`config.mk`:
```
export PLATFORM = sky130hd
export DESIGN_NAME = csr_channel_pad_layout
export DESIGN_NICKNAME = d
export VERILOG_FILES = /design/src/design/csrpad_pkg.sv /design/src/design/csrpad_csr.sv /design/src/design/csrpad_ctrl.sv /design/src/design/csrpad_dp.sv /design/src/design/csr_channel_pad_layout.sv
export SDC_FILE = /design/constraint.sdc
export NUM_CORES = 1
export LEC_CHECK = 0
export ABC_AREA = 1
export BUFFER_PORTS_ARGS = -buffer_cell sky130_fd_sc_hd__buf_4
export CELL_PAD_IN_SITES_DETAIL_PLACEMENT = 0
export CELL_PAD_IN_SITES_GLOBAL_PLACEMENT = 1
export CORE_ASPECT_RATIO = 0.9
export CORE_MARGIN = 2
export CORE_UTILIZATION = 43
export DETAILED_ROUTE_END_ITERATION = 16
export PLACE_DENSITY = 0.82
export SYNTH_ARGS = -nofsm -noshare
export SYNTH_HDL_FRONTEND = slang
export SYNTH_SLANG_ARGS = --single-unit
```
`constraint.sdc`:
```
create_clock -name clock -period 4.7 [get_ports clock]
set_clock_uncertainty 0.1 [all_clocks]
set_input_delay 1.175 -clock clock [delete_from_list [all_inputs] [get_ports clock]]
set_output_delay 1.175 -clock clock [all_outputs]
set_load 0.02 [all_outputs]
```
`src/design/csrpad_pkg.sv`:
```
// Shared types, constants and codes for the CSR channel pad layout block.
package csrpad_pkg;

   localparam int NUM_CHANNELS_DEF = 16;
   localparam int FILL_BITS_DEF    = 30;

   localparam int VERTEX_BITS   = 20;
   localparam int CHAN_BITS     = 4;
   localparam int ADDR_BITS     = 29;
   localparam int ROWPTR_BITS   = 31;
   localparam int WAYS_BITS     = 3;
   localparam int ALIGN_BITS    = 5;
   localparam int CAP_BITS      = 30;
   localparam int CSR_ADDR_BITS = 4;
   localparam int CSR_DATA_BITS = 32;
   localparam int REG_IDX_BITS  = 2;

   localparam logic [REG_IDX_BITS-1:0] REG_INTERLEAVED = 2'd0;
   localparam logic [REG_IDX_BITS-1:0] REG_WAYS_LOG2   = 2'd1;
   localparam logic [REG_IDX_BITS-1:0] REG_ALIGN_WORDS = 2'd2;
   localparam logic [REG_IDX_BITS-1:0] REG_CAPACITY    = 2'd3;

   localparam logic                  INTERLEAVED_RST = 1'b0;
   localparam logic [WAYS_BITS-1:0]  WAYS_LOG2_RST   = 3'd4;
   localparam logic [ALIGN_BITS-1:0] ALIGN_WORDS_RST = 5'd1;
   localparam logic [CAP_BITS-1:0]   CAPACITY_RST    = 30'd67108864;

   typedef enum logic [1:0] {
      KIND_EDGE     = 2'd0,
      KIND_PAD      = 2'd1,
      KIND_ROWPTR   = 2'd2,
      KIND_OVERFLOW = 2'd3
   } kind_type;

   typedef enum logic [2:0] {
      ST_IDLE,
      ST_EDGE,
      ST_SCAN,
      ST_DIV,
      ST_ROUND,
      ST_PAD,
      ST_PTR
   } state_type;

   typedef struct packed {
      logic                   mode;
      logic [VERTEX_BITS-1:0] vertex_id;
   } req_type;

   typedef struct packed {
      kind_type               kind;
      logic [CHAN_BITS-1:0]   channel;
      logic [ADDR_BITS-1:0]   address;
      logic [VERTEX_BITS-1:0] neighbor;
      logic [ADDR_BITS-1:0]   pad_count;
      logic [ROWPTR_BITS-1:0] row_pointer;
      logic                   last;
   } rsp_type;

   typedef struct packed {
      logic                  interleaved_layout;
      logic [WAYS_BITS-1:0]  ways_log2;
      logic [ALIGN_BITS-1:0] align_words;
      logic [CAP_BITS-1:0]   channel_capacity;
   } cfg_type;

   typedef struct packed {
      logic load;
      logic idx_clr;
      logic idx_inc;
      logic tgt_max;
      logic div_start;
      logic div_step;
      logic tgt_round;
      logic emit_edge;
      logic emit_pad;
      logic emit_ptr;
   } ctrl_cmd_type;

   typedef struct packed {
      logic out_free;
      logic idx_last;
      logic pad_need;
      logic div_last;
      logic interleaved;
   } dp_status_type;

endpackage

```
`src/design/csrpad_csr.sv`:
```
// Configuration register file with its APB-style access port.
module csrpad_csr (
   input  logic                                   clock,
   input  logic                                   reset,
   input  logic                                   psel,
   input  logic                                   penable,
   input  logic                                   pwrite,
   input  logic [csrpad_pkg::CSR_ADDR_BITS-1:0]   paddr,
   input  logic [csrpad_pkg::CSR_DATA_BITS-1:0]   pwdata,
   output logic [csrpad_pkg::CSR_DATA_BITS-1:0]   prdata,
   output logic                                   pready,
   output csrpad_pkg::cfg_type                    cfg
);
   import csrpad_pkg::*;

   logic                    interleaved_ff, interleaved_in;
   logic [WAYS_BITS-1:0]    ways_log2_ff, ways_log2_in;
   logic [ALIGN_BITS-1:0]   align_ff, align_in;
   logic [CAP_BITS-1:0]     capacity_ff, capacity_in;
   logic [REG_IDX_BITS-1:0] reg_idx;
   logic                    wr_en;

   assign reg_idx = paddr[CSR_ADDR_BITS-1:2];
   assign wr_en   = psel & penable & pwrite;
   assign pready  = 1'b1;

   always_comb begin
      interleaved_in = interleaved_ff;
      ways_log2_in   = ways_log2_ff;
      align_in       = align_ff;
      capacity_in    = capacity_ff;
      if (wr_en) begin
         unique case (reg_idx)
            REG_INTERLEAVED: interleaved_in = pwdata[0];
            REG_WAYS_LOG2:   ways_log2_in   = pwdata[WAYS_BITS-1:0];
            REG_ALIGN_WORDS: align_in       = pwdata[ALIGN_BITS-1:0];
            REG_CAPACITY:    capacity_in    = pwdata[CAP_BITS-1:0];
         endcase
      end
   end

   always_ff @(posedge clock) begin
      if (reset) begin
         interleaved_ff <= INTERLEAVED_RST;
         ways_log2_ff   <= WAYS_LOG2_RST;
         align_ff       <= ALIGN_WORDS_RST;
         capacity_ff    <= CAPACITY_RST;
      end else begin
         interleaved_ff <= interleaved_in;
         ways_log2_ff   <= ways_log2_in;
         align_ff       <= align_in;
         capacity_ff    <= capacity_in;
      end
   end

   always_comb begin
      unique case (reg_idx)
         REG_INTERLEAVED: prdata = CSR_DATA_BITS'(interleaved_ff);
         REG_WAYS_LOG2:   prdata = CSR_DATA_BITS'(ways_log2_ff);
         REG_ALIGN_WORDS: prdata = CSR_DATA_BITS'(align_ff);
         REG_CAPACITY:    prdata = CSR_DATA_BITS'(capacity_ff);
      endcase
   end

   assign cfg.interleaved_layout = interleaved_ff;
   assign cfg.ways_log2          = ways_log2_ff;
   assign cfg.align_words        = align_ff;
   assign cfg.channel_capacity   = capacity_ff;

endmodule

```
`src/design/csrpad_ctrl.sv`:
```
// Controller state machine sequencing edge writes, row-end scan, remainder, rounding, pads and row pointer.
module csrpad_ctrl (
   input  logic                      clock,
   input  logic                      reset,
   input  logic                      req_valid,
   input  logic                      req_mode,
   output logic                      req_ready,
   input  csrpad_pkg::dp_status_type status,
   output csrpad_pkg::ctrl_cmd_type  cmd
);
   import csrpad_pkg::*;

   state_type state_ff, state_in;
   logic      pad_adv;

   assign pad_adv = !status.pad_need || status.out_free;

   always_comb begin
      state_in = state_ff;
      unique case (state_ff)
         ST_IDLE: begin
            if (req_valid) begin
               state_in = req_mode ? ST_SCAN : ST_EDGE;
            end
         end
         ST_EDGE: begin
            if (status.out_free) begin
               state_in = ST_IDLE;
            end
         end
         ST_SCAN: begin
            if (status.idx_last) begin
               state_in = status.interleaved ? ST_PAD : ST_DIV;
            end
         end
         ST_DIV: begin
            if (status.div_last) begin
               state_in = ST_ROUND;
            end
         end
         ST_ROUND: state_in = ST_PAD;
         ST_PAD: begin
            if (pad_adv && status.idx_last) begin
               state_in = ST_PTR;
            end
         end
         ST_PTR: begin
            if (status.out_free) begin
               state_in = ST_IDLE;
            end
         end
         default: state_in = ST_IDLE;
      endcase
   end

   always_comb begin
      cmd       = '0;
      req_ready = 1'b0;
      unique case (state_ff)
         ST_IDLE: begin
            req_ready = 1'b1;
            cmd.load  = req_valid;
         end
         ST_EDGE: cmd.emit_edge = status.out_free;
         ST_SCAN: begin
            cmd.tgt_max   = 1'b1;
            cmd.idx_inc   = !status.idx_last;
            cmd.idx_clr   = status.idx_last && status.interleaved;
            cmd.div_start = status.idx_last && !status.interleaved;
         end
         ST_DIV: cmd.div_step = 1'b1;
         ST_ROUND: begin
            cmd.tgt_round = 1'b1;
            cmd.idx_clr   = 1'b1;
         end
         ST_PAD: begin
            cmd.emit_pad = status.pad_need && status.out_free;
            cmd.idx_inc  = pad_adv && !status.idx_last;
         end
         ST_PTR: cmd.emit_ptr = status.out_free;
         default: cmd = '0;
      endcase
   end

   always_ff @(posedge clock) begin
      if (reset) begin
         state_ff <= ST_IDLE;
      end else begin
         state_ff <= state_in;
      end
   end

endmodule

```
`src/design/csrpad_dp.sv`:
```
// Datapath: channel fill memory, target and remainder units, result register.
module csrpad_dp #(
   parameter int NUM_CHANNELS = csrpad_pkg::NUM_CHANNELS_DEF,
   parameter int FILL_BITS    = csrpad_pkg::FILL_BITS_DEF
) (
   input  logic                      clock,
   input  logic                      reset,
   input  csrpad_pkg::cfg_type       cfg,
   input  csrpad_pkg::ctrl_cmd_type  cmd,
   output csrpad_pkg::dp_status_type status,
   input  csrpad_pkg::req_type       req_data,
   output logic                      rsp_valid,
   input  logic                      rsp_ready,
   output csrpad_pkg::rsp_type       rsp_data
);
   import csrpad_pkg::*;

   localparam int CH_IDX_W  = (NUM_CHANNELS > 1) ? $clog2(NUM_CHANNELS) : 1;
   localparam int MEM_DEPTH = 1 << CH_IDX_W;
   localparam int MAX_LOG2  = $clog2(NUM_CHANNELS + 1) - 1;
   localparam int WIDE_W    = FILL_BITS + 32;
   localparam int CNT_W     = $clog2(FILL_BITS);

   logic [FILL_BITS-1:0]   fill_mem [MEM_DEPTH];
   logic [MEM_DEPTH-1:0]   fill_vld_ff, fill_vld_in;
   logic [FILL_BITS-1:0]   rd_data_ff;
   logic                   rd_vld_ff;
   logic [CH_IDX_W-1:0]    idx_ff, idx_in;
   logic [VERTEX_BITS-1:0] vid_ff, vid_in;
   logic [FILL_BITS-1:0]   target_ff, target_in;
   logic [FILL_BITS-1:0]   row_max_ff, row_max_in;
   logic [CNT_W-1:0]       cnt_ff, cnt_in;
   logic [ALIGN_BITS-1:0]  rem_ff, rem_in;
   logic                   rsp_valid_ff, rsp_valid_in;
   rsp_type                rsp_data_ff, rsp_data_in;

   logic [WAYS_BITS-1:0]   l_max, l_eff;
   logic [CH_IDX_W:0]      ways_one;
   logic [CH_IDX_W-1:0]    ways_mask;
   logic [CH_IDX_W-1:0]    req_ch;
   logic [FILL_BITS-1:0]   fill_cur;
   logic [ALIGN_BITS-1:0]  align_eff;
   logic [ALIGN_BITS:0]    rem_sh;
   logic [ALIGN_BITS-1:0]  rem_adj;
   logic [FILL_BITS:0]     round_sum;
   logic [WIDE_W-1:0]      slot_wide, addr_wide, ch_wide, diff_wide, rp_wide;
   logic                   cap_hit;
   logic                   fill_we;
   logic [FILL_BITS-1:0]   fill_wdata;

   assign l_max     = WAYS_BITS'(MAX_LOG2);
   assign l_eff     = (cfg.ways_log2 > l_max) ? l_max : cfg.ways_log2;
   assign ways_one  = (CH_IDX_W + 1)'(1) << l_eff;
   assign ways_mask = ways_one[CH_IDX_W-1:0] - 1'b1;
   assign req_ch    = req_data.vertex_id[CH_IDX_W-1:0] & ways_mask;
   assign fill_cur  = rd_vld_ff ? rd_data_ff : '0;
   assign align_eff = (cfg.align_words == '0) ? ALIGN_BITS'(1) : cfg.align_words;

   assign slot_wide = WIDE_W'(fill_cur);
   assign ch_wide   = WIDE_W'(idx_ff);
   assign addr_wide = cfg.interleaved_layout ? ((slot_wide << l_eff) | ch_wide) : slot_wide;
   assign diff_wide = WIDE_W'(target_ff - fill_cur);
   assign rp_wide   = WIDE_W'(target_ff) << l_eff;
   assign cap_hit   = slot_wide >= WIDE_W'(cfg.channel_capacity);

   assign rem_sh    = {rem_ff, target_ff[cnt_ff]};
   assign rem_adj   = (rem_ff == '0) ? '0 : align_eff - rem_ff;
   assign round_sum = {1'b0, target_ff} + (FILL_BITS + 1)'(rem_adj);

   assign fill_we    = (cmd.emit_edge && !cap_hit) || cmd.emit_pad;
   assign fill_wdata = cmd.emit_pad ? target_ff : fill_cur + 1'b1;

   assign status.out_free    = !rsp_valid_ff || rsp_ready;
   assign status.idx_last    = idx_ff == ways_mask;
   assign status.pad_need    = fill_cur < target_ff;
   assign status.div_last    = cnt_ff == '0;
   assign status.interleaved = cfg.interleaved_layout;

   always_comb begin
      priority if (cmd.load) begin
         idx_in = req_data.mode ? '0 : req_ch;
      end else if (cmd.idx_clr) begin
         idx_in = '0;
      end else if (cmd.idx_inc) begin
         idx_in = idx_ff + 1'b1;
      end else begin
         idx_in = idx_ff;
      end
   end

   always_comb begin
      vid_in      = cmd.load ? req_data.vertex_id : vid_ff;
      row_max_in  = cmd.emit_ptr ? target_ff : row_max_ff;
      fill_vld_in = fill_vld_ff;
      if (fill_we) begin
         fill_vld_in[idx_ff] = 1'b1;
      end
      unique if (cmd.load) begin
         target_in = row_max_ff;
      end else if (cmd.tgt_max) begin
         target_in = (fill_cur > target_ff) ? fill_cur : target_ff;
      end else if (cmd.tgt_round) begin
         target_in = round_sum[FILL_BITS] ? '1 : round_sum[FILL_BITS-1:0];
      end else begin
         target_in = target_ff;
      end
      unique if (cmd.div_start) begin
         cnt_in = CNT_W'(FILL_BITS - 1);
         rem_in = '0;
      end else if (cmd.div_step) begin
         cnt_in = cnt_ff - 1'b1;
         if (rem_sh >= {1'b0, align_eff}) begin
            rem_in = ALIGN_BITS'(rem_sh - {1'b0, align_eff});
         end else begin
            rem_in = rem_sh[ALIGN_BITS-1:0];
         end
      end else begin
         cnt_in = cnt_ff;
         rem_in = rem_ff;
      end
   end

   always_comb begin
      rsp_data_in = rsp_data_ff;
      unique if (cmd.emit_edge) begin
         rsp_data_in             = '0;
         rsp_data_in.kind        = cap_hit ? KIND_OVERFLOW : KIND_EDGE;
         rsp_data_in.channel     = ch_wide[CHAN_BITS-1:0];
         rsp_data_in.address     = cap_hit ? '0 : addr_wide[ADDR_BITS-1:0];
         rsp_data_in.neighbor    = vid_ff;
         rsp_data_in.last        = 1'b1;
      end else if (cmd.emit_pad) begin
         rsp_data_in             = '0;
         rsp_data_in.kind        = KIND_PAD;
         rsp_data_in.channel     = ch_wide[CHAN_BITS-1:0];
         rsp_data_in.address     = addr_wide[ADDR_BITS-1:0];
         rsp_data_in.pad_count   = diff_wide[ADDR_BITS-1:0];
      end else if (cmd.emit_ptr) begin
         rsp_data_in             = '0;
         rsp_data_in.kind        = KIND_ROWPTR;
         rsp_data_in.row_pointer = rp_wide[ROWPTR_BITS-1:0];
         rsp_data_in.last        = 1'b1;
      end else begin
         rsp_data_in = rsp_data_ff;
      end
   end

   always_comb begin
      if (cmd.emit_edge || cmd.emit_pad || cmd.emit_ptr) begin
         rsp_valid_in = 1'b1;
      end else if (rsp_ready) begin
         rsp_valid_in = 1'b0;
      end else begin
         rsp_valid_in = rsp_valid_ff;
      end
   end

   always_ff @(posedge clock) begin
      if (fill_we) begin
         fill_mem[idx_ff] <= fill_wdata;
      end
      rd_data_ff <= fill_mem[idx_in];
   end

   always_ff @(posedge clock) begin
      if (reset) begin
         fill_vld_ff  <= '0;
         rd_vld_ff    <= 1'b0;
         idx_ff       <= '0;
         row_max_ff   <= '0;
         rsp_valid_ff <= 1'b0;
      end else begin
         fill_vld_ff  <= fill_vld_in;
         rd_vld_ff    <= fill_vld_ff[idx_in];
         idx_ff       <= idx_in;
         row_max_ff   <= row_max_in;
         rsp_valid_ff <= rsp_valid_in;
      end
   end

   always_ff @(posedge clock) begin
      vid_ff      <= vid_in;
      target_ff   <= target_in;
      cnt_ff      <= cnt_in;
      rem_ff      <= rem_in;
      rsp_data_ff <= rsp_data_in;
   end

   assign rsp_valid = rsp_valid_ff;
   assign rsp_data  = rsp_data_ff;

endmodule

```
`src/design/csr_channel_pad_layout.sv`:
```
// Top level of the CSR channel pad layout block: registers, controller, datapath.
// Edge beat: the result is registered once the output is free; no new request is taken until it issues.
// Row end: a scan of the active ways for the row maximum, then in banked mode a bit-serial
// remainder and a rounding step, then pads for ways below target, then a row pointer beat.
// Throughput is set by the single read port of the fill memory and the bit-serial remainder.
// Reset is synchronous: clears state, fill valid bits and row max; registers take reset values.
module csr_channel_pad_layout #(
   parameter int NUM_CHANNELS = csrpad_pkg::NUM_CHANNELS_DEF,
   parameter int FILL_BITS    = csrpad_pkg::FILL_BITS_DEF
) (
   input  logic                                 clock,
   input  logic                                 reset,
   input  logic                                 req_valid,
   output logic                                 req_ready,
   input  csrpad_pkg::req_type                  req_data,
   output logic                                 rsp_valid,
   input  logic                                 rsp_ready,
   output csrpad_pkg::rsp_type                  rsp_data,
   input  logic                                 psel,
   input  logic                                 penable,
   input  logic                                 pwrite,
   input  logic [csrpad_pkg::CSR_ADDR_BITS-1:0] paddr,
   input  logic [csrpad_pkg::CSR_DATA_BITS-1:0] pwdata,
   output logic [csrpad_pkg::CSR_DATA_BITS-1:0] prdata,
   output logic                                 pready
);
   import csrpad_pkg::*;

   cfg_type       cfg;
   ctrl_cmd_type  cmd;
   dp_status_type status;

   csrpad_csr u_csr (
      .clock   (clock),
      .reset   (reset),
      .psel    (psel),
      .penable (penable),
      .pwrite  (pwrite),
      .paddr   (paddr),
      .pwdata  (pwdata),
      .prdata  (prdata),
      .pready  (pready),
      .cfg     (cfg)
   );

   csrpad_ctrl u_ctrl (
      .clock     (clock),
      .reset     (reset),
      .req_valid (req_valid),
      .req_mode  (req_data.mode),
      .req_ready (req_ready),
      .status    (status),
      .cmd       (cmd)
   );

   csrpad_dp #(
      .NUM_CHANNELS (NUM_CHANNELS),
      .FILL_BITS    (FILL_BITS)
   ) u_dp (
      .clock     (clock),
      .reset     (reset),
      .cfg       (cfg),
      .cmd       (cmd),
      .status    (status),
      .req_data  (req_data),
      .rsp_valid (rsp_valid),
      .rsp_ready (rsp_ready),
      .rsp_data  (rsp_data)
   );

endmodule

```
* After elaboration in Yosys (flattened, before gate mapping)
Memory sizes are Yosys's and may differ from the RTL's. A register that Yosys moved wholly into a read port is not among the register bits.
Index checks and enable logic that the tools add are counted.
** Operators by class
- Add/sub/neg operators :: 8
- $lt $le $gt $ge :: 9
- Equal/unequal tests :: 16
- Shift-type cells :: 3
- Multiplexer cells :: 50
- Bitwise gates (word level) :: 5
- Reductions and logical operators :: 34
** Operators by type and width (count)
- 116-bit two-way mux :: 3
- 30-bit two-way mux :: 7
- 32-bit one-hot mux with 4 select lines :: 1
- 29-bit two-way mux :: 2
- 30-bit by 5-bit adder with 31-bit output :: 1
- 30-bit by 3-bit << shifter with 31-bit output :: 1
- 30-bit by 1-bit adder with 30-bit output, second input constant :: 1
- 30-bit greater-or-equal comparator :: 1
- 30-bit greater-than comparator :: 1
- 30-bit < comparator :: 1
- 30-bit by 3-bit << shifter with 29-bit output :: 1
- 29-bit by 4-bit bitwise OR with 29-bit output :: 1
- 29-bit subtractor :: 1
- 3-bit two-way mux :: 7
- 3-bit one-hot mux with 6 select lines :: 1
- 4-bit two-way mux :: 4
- 16-bit bitwise OR :: 1
- 5-bit zero test :: 3
- 5-bit two-way mux :: 3
- 1-bit two-way mux :: 14
- 4-bit by 5-bit < comparator with 1-bit output, second input constant :: 2
- 2-bit AND reduction :: 5
- 5-bit subtractor :: 2
- 3-bit equality test, second input constant :: 3
- 32 further kinds :: 58
** Storage, ports and cells
- Register bits after elaboration :: 270
- Bits in writable memories :: 480
- Input bits :: 64
- Output and inout port bits :: 151
- Word-level logic and storage cells :: 147
- Memories kept :: 1
** Memories
- u_dp.fill_mem :: words 16, width 30, rd ports 1, clocked after memory_dff 1, write ports 1, line csrpad_dp.sv:24 : logic [FILL_BITS-1:0] fill_mem [MEM_DEPTH];

* Longest topological paths before layout
- Depth in word-level cells :: 13
- Mapped depth :: 27
- Mapped depth without buffers :: 24

* Hierarchy
From an unflattened synthesis, not the netlist that was laid out.
** Unflattened totals
- Cell total of the unflattened synthesis :: 4119
- Area, all modules :: 38808.5 µm²
** By module, submodules not included
- csrpad_dp :: times used 1, cells an instance 3727, area each 36396.2 µm², seq. area each 20629.8 µm²
- csrpad_csr :: times used 1, cells an instance 324, area each 2010.7 µm², seq. area each 780.7 µm²
- csrpad_ctrl :: times used 1, cells an instance 68, area each 401.6 µm², seq. area each 60.1 µm²

* Least setup slack after synthesis
Ideal clock, no wire load.
- Kind :: reg-to-reg
- Start point :: register u_dp.rd_vld_ff
- End point :: register u_dp.rsp_data_ff (netlist bit u_dp.rsp_data[100]), enable pin
- Arrival :: 4062 ps
- Path slack :: 128 ps
- Cell stages (with the launch flop) :: 19
- Path through :: dfxtp_1 buf_6 buf_4 clkbuf_1 nand2_1 inv_1 ha_1 nand2_1 inv_1 o21ai_0 nand2_1 a21oi_1 a21boi_1 nand2_1 nor3_4 inv_2 nand2_2 nor2_1 inv_1
** Between the ends
- Word-level cells in the longest chain between the ends :: 5
** Ends and longest elaborated chain
- from (decl) :: line csrpad_dp.sv:27 : logic rd_vld_ff;
- from (signal assigned) :: line csrpad_dp.sv:174 : rd_vld_ff <= fill_vld_ff[idx_in];
- 30-bit two-way mux :: line csrpad_dp.sv:56 : assign fill_cur = rd_vld_ff ? rd_data_ff : '0;
- 30-bit < comparator :: line csrpad_dp.sv:75 : assign status.pad_need = fill_cur < target_ff;
- 1-bit logical AND :: line csrpad_ctrl.sv:77 : cmd.emit_pad = status.pad_need && status.out_free;
- 1-bit two-way mux :: line csrpad_ctrl.sv:59 : unique case (state_ff)
- 3-bit nonzero test (no line)
- to (signal assigned) :: line csrpad_dp.sv:186 : rsp_data_ff <= rsp_data_in;
- to (decl) :: line csrpad_dp.sv:35 : rsp_type rsp_data_ff, rsp_data_in;
Every way passes these cells.
A chain may end at the register's enable or synchronous reset.

* Final worst setup path
- Start point :: register u_csr.align_ff[4]
- End point :: register u_dp.target_ff[11], data pin
** Between the ends
- Word-level cells in the longest chain between the ends :: 9
** Ends and longest elaborated chain
- from (decl) :: line csrpad_csr.sv:18 : logic [ALIGN_BITS-1:0] align_ff, align_in;
- from (signal assigned) :: line csrpad_csr.sv:51 : align_ff <= align_in;
- 5-bit zero test :: line csrpad_dp.sv:57 : assign align_eff = (cfg.align_words == '0) ? ALIGN_BITS'(1) : cfg.align_words;
- 5-bit two-way mux (*) :: line csrpad_dp.sv:57
- 5-bit subtractor (*) :: line csrpad_dp.sv:67 : assign rem_adj = (rem_ff == '0) ? '0 : align_eff - rem_ff;
- 5-bit two-way mux (*) :: line csrpad_dp.sv:67
- 30-bit by 5-bit adder with 31-bit output (*) :: line csrpad_dp.sv:68 : assign round_sum = {1'b0, target_ff} + (FILL_BITS + 1)'(rem_adj);
- 30-bit two-way mux (*) :: line csrpad_dp.sv:103 : target_in = round_sum[FILL_BITS] ? '1 : round_sum[FILL_BITS-1:0];
- 30-bit two-way mux (*) :: line csrpad_dp.sv:102 : end else if (cmd.tgt_round) begin
- 30-bit two-way mux (*) :: line csrpad_dp.sv:100 : end else if (cmd.tgt_max) begin
- 30-bit two-way mux (*) :: line csrpad_dp.sv:98 : unique if (cmd.load) begin
- named net u_dp.target_in[11] :: line csrpad_dp.sv:30 : logic [FILL_BITS-1:0] target_ff, target_in;
- to (signal assigned) :: line csrpad_dp.sv:183 : target_ff <= target_in;
- to (decl) :: line csrpad_dp.sv:30
Mark *: on every way through the listed nets, which the timed path passes. The rest lies on a longest branch. The select of a mux whose other input is x is not followed.

==> metrics.json <==
{
  "fin_nets": {"value": 4779},
  "drive_above_1_share": {"value": 13.1, "unit": "%"},
  "areaGrowthSynthToFinish": {"value": 17.1, "unit": "%"},
  "postSynthRegisterBits": {"value": 780},
  "postRouteWirelength": {"value": 132000, "unit": "um"},
  "gp_routability_congestion": {"value": 1.00},
  "synth_sequential_area_ratio": {"value": 55.4, "unit": "%"},
  "timing.reg2reg.worst_path_depth": {"value": 24},
  "crit-reg2reg-launch": {"value": "u_csr.align_ff[4]"},
  "syn-mean-instance-area": {"value": 8.91, "unit": "um2"},
  "synth_simple_gate_area_share": {"value": 21.9, "unit": "%"},
  "synth_compound_area_share": {"value": 9.64, "unit": "%"},
  "area_of_the_placeable_core": {"value": 0.0894, "unit": "mm2"},
  "postSynth.asyncResetShare": {"value": 0, "unit": "%"},
  "seqPwrFrac": {"value": 33.5, "unit": "%"},
  "drtPass1Iterations": {"value": 6},
  "starting_density_of_the_core": {"value": 43.4, "unit": "%"},
  "cts_tree": {"value": "yes"},
  "floorplan.die_area": {"value": 0.0926, "unit": "mm2"},
  "critical_path_required": {"value": 5.10, "unit": "ns"},
  "ant_nets": {"value": 0},
  "first_global_vias": {"value": 29773},
  "max-clock-path-buffers": {"value": 3},
  "htreeDepth": {"value": 3},
  "regArea": {"value": 0.0215, "unit": "mm2"},
  "placed_standard_cell_area": {"value": 0.0428, "unit": "mm2"},
  "r2r_setup_slack": {"value": 0.18, "unit": "ns"},
  "postLayoutCellArea": {"value": 0.0454, "unit": "mm2"},
  "max_freq": {"value": 221, "unit": "MHz"},
  "route.vias.total": {"value": 32335},
  "post-route-util": {"value": 50.8, "unit": "%"},
  "timing.final.crit_period": {"value": 4.52, "unit": "ns"},
  "cp-start-kind": {"value": "flop"},
  "synth_enable_flop_cells": {"value": 585},
  "drtIter0Drc": {"value": 3995},
  "total_overflow_reported_by_the_global_router": {"value": 0},
  "internal-power": {"value": 15.9, "unit": "mW"},
  "multi_input_area": {"value": 0.0140, "unit": "mm2"},
  "share_comb_of_total_power": {"value": 42.9, "unit": "%"},
  "detail_route.drc_violations": {"value": 0},
  "io_pins": {"value": 215},
  "clock_power_share": {"value": 23.6, "unit": "%"},
  "worst-slew-pin-transition": {"value": 1.23, "unit": "ns"},
  "synth.distinct_cells": {"value": 63},
  "synth_area_in_adders": {"value": 3.27, "unit": "%"},
  "setup_repair_after_global_routing_missed_its_margin": {"value": "yes"},
  "synth-main-ff-cell": {"value": "sky130_fd_sc_hd__edfxtp_1"},
  "row_count": {"value": 104},
  "worst_setup_hold_path_clk_slew": {"value": 0.07, "unit": "ns"},
  "slew_violations": {"value": 0},
  "synth-warning-count": {"value": 0},
  "cts_buffers": {"value": 81},
  "power.net_switching": {"value": 11.4, "unit": "mW"},
  "cts.sinks": {"value": 780},
  "max_cap_check_violation_count": {"value": 0},
  "cts_hold_repair.buffers": {"value": 0},
  "synth.mux.area_fraction": {"value": 0, "unit": "%"},
  "timing.critical_path.fanout_max": {"value": 4},
  "vdd_drop_max": {"value": 0.435, "unit": "mV"},
  "finish.cell_count_without_fillers": {"value": 5850},
  "clk_latency_worst_skew_pair": {"value": 0.66, "unit": "ns"},
  "postSynthCellCount": {"value": 4353},
  "syn-cell-area": {"value": 0.0388, "unit": "mm2"},
  "main_combinational_cell_family_by_area_after_synthesis": {"value": "simple AND/OR/NAND/NOR gates"},
  "worstSetupEndpointType": {"value": "flop"},
  "placedCellCount": {"value": 5697},
  "yosys.area_share.xor_xnor": {"value": 0.971, "unit": "%"},
  "total_count_of_hold_check_failures_in_the_final_report": {"value": 0},
  "switching_share": {"value": 41.7, "unit": "%"},
  "track_usage": {"value": 28.0, "unit": "%"},
  "layout_worst_path_cycle_share": {"value": 96.2, "unit": "%"},
  "antenna_found_initial": {"value": 3},
  "fp.dieH": {"value": 289, "unit": "um"},
  "critical_path_class": {"value": "flop to flop"},
  "grt_pass1_wl": {"value": 194000, "unit": "um"},
  "viasPerCell": {"value": 5.53},
  "outcome": {"value": "complete, no violations"},
  "grt_start_max_net_pins": {"value": 126},
  "reg2reg_to": {"value": "u_dp.target_ff[11]"},
  "power-per-cell-area": {"value": 600, "unit": "mW/mm2"},
  "worstHoldStart": {"value": "u_dp.rsp_data[18]"},
  "min_path_type": {"value": "flop to flop"},
  "drt-wirelength-per-cell": {"value": 22.6, "unit": "um"},
  "slew_headroom": {"value": 17.1, "unit": "%"},
  "detailedPlacementHpwl": {"value": 90800, "unit": "um"},
  "floorplan.die.width": {"value": 321, "unit": "um"},
  "holdPathStages": {"value": 2},
  "static-leakage-power": {"value": 19.2, "unit": "nW"},
  "fin_setup_tns": {"value": 0, "unit": "ns"},
  "timing.final.setup_violations": {"value": 0},
  "hold-path-endpoint": {"value": "u_dp.rsp_data[18]"},
  "critical_path_arrival": {"value": 4.92, "unit": "ns"},
  "cts_root_buffer": {"value": "sky130_fd_sc_hd__clkbuf_16"},
  "filler_cell_count": {"value": 8254},
  "io_buffers": {"value": 207}
}
metal layers:
layer / up-vias / share of wire, % / wire length [um] / track usage (%)
li1: 15246 / - / - / -
met1: 15346 / 44 / 58100 / 40.5
met2: 1485 / 42 / 56200 / 41.1
met3: 254 / 11 / 14200 / 7.61
met4: 4 / 2.9 / 3820 / 8.09
met5: - / 0.019 / 25 / 0
flip-flops by register name, indices dropped and copies added, names as in the netlist, 16 cells and up:
| signal | cells |
|---|---|
| u_csr.capacity_ff | 30 |
| u_dp.fill_mem | 480 |
| u_dp.fill_vld_ff | 16 |
| u_dp.rd_data_ff | 30 |
| u_dp.row_max_ff | 30 |
| u_dp.rsp_data | 116 |
| u_dp.target_ff | 30 |
| u_dp.vid_ff | 20 |
worst max path at each step:
| stage | start | to | cells past startpoint |
|---|---|---|---|
| floorplan | u_dp.rd_vld_ff | u_dp.rsp_data[100] | 18 |
| global placement | u_csr.align_ff[4] | u_dp.target_ff[15] | 23 |
| detailed placement | u_csr.align_ff[4] | u_dp.target_ff[23] | 24 |
| CTS | u_csr.align_ff[4] | u_dp.target_ff[15] | 23 |
| global route | u_dp.rd_vld_ff | u_dp.fill_mem[7][9] | 19 |
| finish | u_csr.align_ff[4] | u_dp.target_ff[11] | 24 |
layout by cell type (no fill, tap or decap), types with 5 or more instances in the layout:
cell type / Yosys / layout
sky130_fd_sc_hd__nand2_1: 850 / 848
sky130_fd_sc_hd__nand3_1: 638 / 638
sky130_fd_sc_hd__edfxtp_1: 585 / 585
sky130_fd_sc_hd__inv_1: 579 / 559
sky130_fd_sc_hd__buf_4: 19 / 375
sky130_fd_sc_hd__o21ai_0: 330 / 325
sky130_fd_sc_hd__nor2_1: 244 / 239
sky130_fd_sc_hd__a21oi_1: 215 / 214
sky130_fd_sc_hd__dfxtp_1: 195 / 195
sky130_fd_sc_hd__ha_1: 95 / 95
sky130_fd_sc_hd__clkbuf_16: 0 / 84
sky130_fd_sc_hd__nand3b_1: 62 / 62
sky130_fd_sc_hd__o22ai_1: 54 / 54
sky130_fd_sc_hd__buf_12: 0 / 40
sky130_fd_sc_hd__xor2_1: 36 / 36
sky130_fd_sc_hd__nor3_1: 31 / 30
sky130_fd_sc_hd__inv_2: 13 / 25
sky130_fd_sc_hd__clkbuf_1: 132 / 25
sky130_fd_sc_hd__clkinv_1: 10 / 23
sky130_fd_sc_hd__nand4_1: 21 / 21
sky130_fd_sc_hd__nand2_2: 13 / 14
sky130_fd_sc_hd__nor4_1: 13 / 13
sky130_fd_sc_hd__a211oi_1: 13 / 13
sky130_fd_sc_hd__clkinv_2: 0 / 13
sky130_fd_sc_hd__a31oi_1: 13 / 12
sky130_fd_sc_hd__o211ai_1: 11 / 11
sky130_fd_sc_hd__o21ai_1: 6 / 10
sky130_fd_sc_hd__or2_2: 10 / 10
sky130_fd_sc_hd__o221ai_1: 7 / 7
sky130_fd_sc_hd__xnor2_1: 7 / 7
sky130_fd_sc_hd__a221oi_1: 6 / 6
sky130_fd_sc_hd__nor2_2: 4 / 6
sky130_fd_sc_hd__bufinv_16: 0 / 6
sky130_fd_sc_hd__inv_4: 0 / 5
power by group through the flow:
stage / combinational (mW) / sequential [mW] / clock (mW)
finish: 11.7 / 9.12 / 6.44
global route: 12.7 / 9.16 / 6.77
CTS: 11.4 / 9.10 / 6.50
detailed placement: 11.3 / 9.24 / 0
global placement: 11.3 / 9.23 / 0
floorplan: 6.77 / 9.34 / 0
cell usage after synthesis (10+ instances only):
| cell type | instances | share of area (%) |
|---|---|---|
| sky130_fd_sc_hd__nor2_1 | 244 | 2.4 |
| sky130_fd_sc_hd__o21ai_0 | 330 | 4.3 |
| sky130_fd_sc_hd__nand4_1 | 21 | 0.34 |
| sky130_fd_sc_hd__xor2_1 | 36 | 0.81 |
| sky130_fd_sc_hd__inv_1 | 579 | 5.6 |
| sky130_fd_sc_hd__nand3b_1 | 62 | 1.2 |
| sky130_fd_sc_hd__o22ai_1 | 54 | 0.87 |
| sky130_fd_sc_hd__nand2_1 | 850 | 8.2 |
| sky130_fd_sc_hd__a21oi_1 | 215 | 2.8 |
| sky130_fd_sc_hd__clkinv_1 | 10 | 0.097 |
| sky130_fd_sc_hd__nand3_1 | 638 | 8.2 |
| sky130_fd_sc_hd__inv_2 | 13 | 0.13 |
| sky130_fd_sc_hd__buf_2 | 64 | 0.83 |
| sky130_fd_sc_hd__or2_2 | 10 | 0.16 |
| sky130_fd_sc_hd__edfxtp_1 | 585 | 45 |
| sky130_fd_sc_hd__o211ai_1 | 11 | 0.21 |
| sky130_fd_sc_hd__buf_4 | 19 | 0.37 |
| sky130_fd_sc_hd__nor3_1 | 31 | 0.40 |
| sky130_fd_sc_hd__dfxtp_1 | 195 | 10 |
| sky130_fd_sc_hd__clkbuf_1 | 132 | 1.3 |
| sky130_fd_sc_hd__a211oi_1 | 13 | 0.25 |
| sky130_fd_sc_hd__nand2_2 | 13 | 0.21 |
| sky130_fd_sc_hd__ha_1 | 95 | 3.1 |
| sky130_fd_sc_hd__a31oi_1 | 13 | 0.21 |
| sky130_fd_sc_hd__buf_6 | 14 | 0.41 |
| sky130_fd_sc_hd__nor4_1 | 13 | 0.21 |
critical path, stage by stage (launching register included):
cell and delay [ns]:
sky130_fd_sc_hd__dfxtp_1 0.35, sky130_fd_sc_hd__inv_1 0.11, sky130_fd_sc_hd__a31oi_2 0.24, sky130_fd_sc_hd__ha_1 0.17, sky130_fd_sc_hd__inv_1 0.06, sky130_fd_sc_hd__fa_1 0.37, sky130_fd_sc_hd__or2_2 0.30, sky130_fd_sc_hd__nand3_1 0.08
sky130_fd_sc_hd__inv_1 0.15, sky130_fd_sc_hd__ha_1 0.36, sky130_fd_sc_hd__buf_4 0.12, sky130_fd_sc_hd__nand3_1 0.11, sky130_fd_sc_hd__nand2_1 0.09, sky130_fd_sc_hd__nand2_1 0.08, sky130_fd_sc_hd__a21oi_2 0.16, sky130_fd_sc_hd__inv_1 0.10
sky130_fd_sc_hd__nor4_2 0.17, sky130_fd_sc_hd__buf_4 0.21, sky130_fd_sc_hd__nand3_1 0.12, sky130_fd_sc_hd__nor2_2 0.14, sky130_fd_sc_hd__nand2_1 0.12, sky130_fd_sc_hd__inv_1 0.25, sky130_fd_sc_hd__buf_4 0.20, sky130_fd_sc_hd__a211oi_1 0.05
sky130_fd_sc_hd__o21ai_0 0.16
final cells by class:
cell class	instances	share of cell area [%]
well taps	1166	3.21
clock inverters	36	0.780
clock buffers	113	4.96
inverters	602	5.00
repair buffers	417	8.01
diodes	2	0.0110
flip-flops and latches	780	47.3
multi-input cells	2734	30.8
logic make-up after synthesis:
family,after synthesis
compound gates,686
buf+inv,840
xor+xnor,43
flops,780
fa+ha+maj,99
simple gates,1903
other cells,2
what timing repair did:
item,in CTS,in global routing
gates resized for setup,0,20
setup endpoints to repair,0,341
buffers inserted,0,2
per-stage QoR:
stage / setup WS [ns] / power, mW / hold slack [ns]
2_1_floorplan: 0.128 / 16.1 / 0.325
3_3_place_gp: 0.167 / 20.5 / 0.334
3_5_place_dp: 0.110 / 20.6 / 0.340
4_1_cts: 0.0939 / 27.0 / 0.352
5_1_grt: -0.0221 / 28.6 / 0.372
6_report: 0.178 / 27.3 / 0.349
Note: power is estimated with default switching activity, not from simulation.
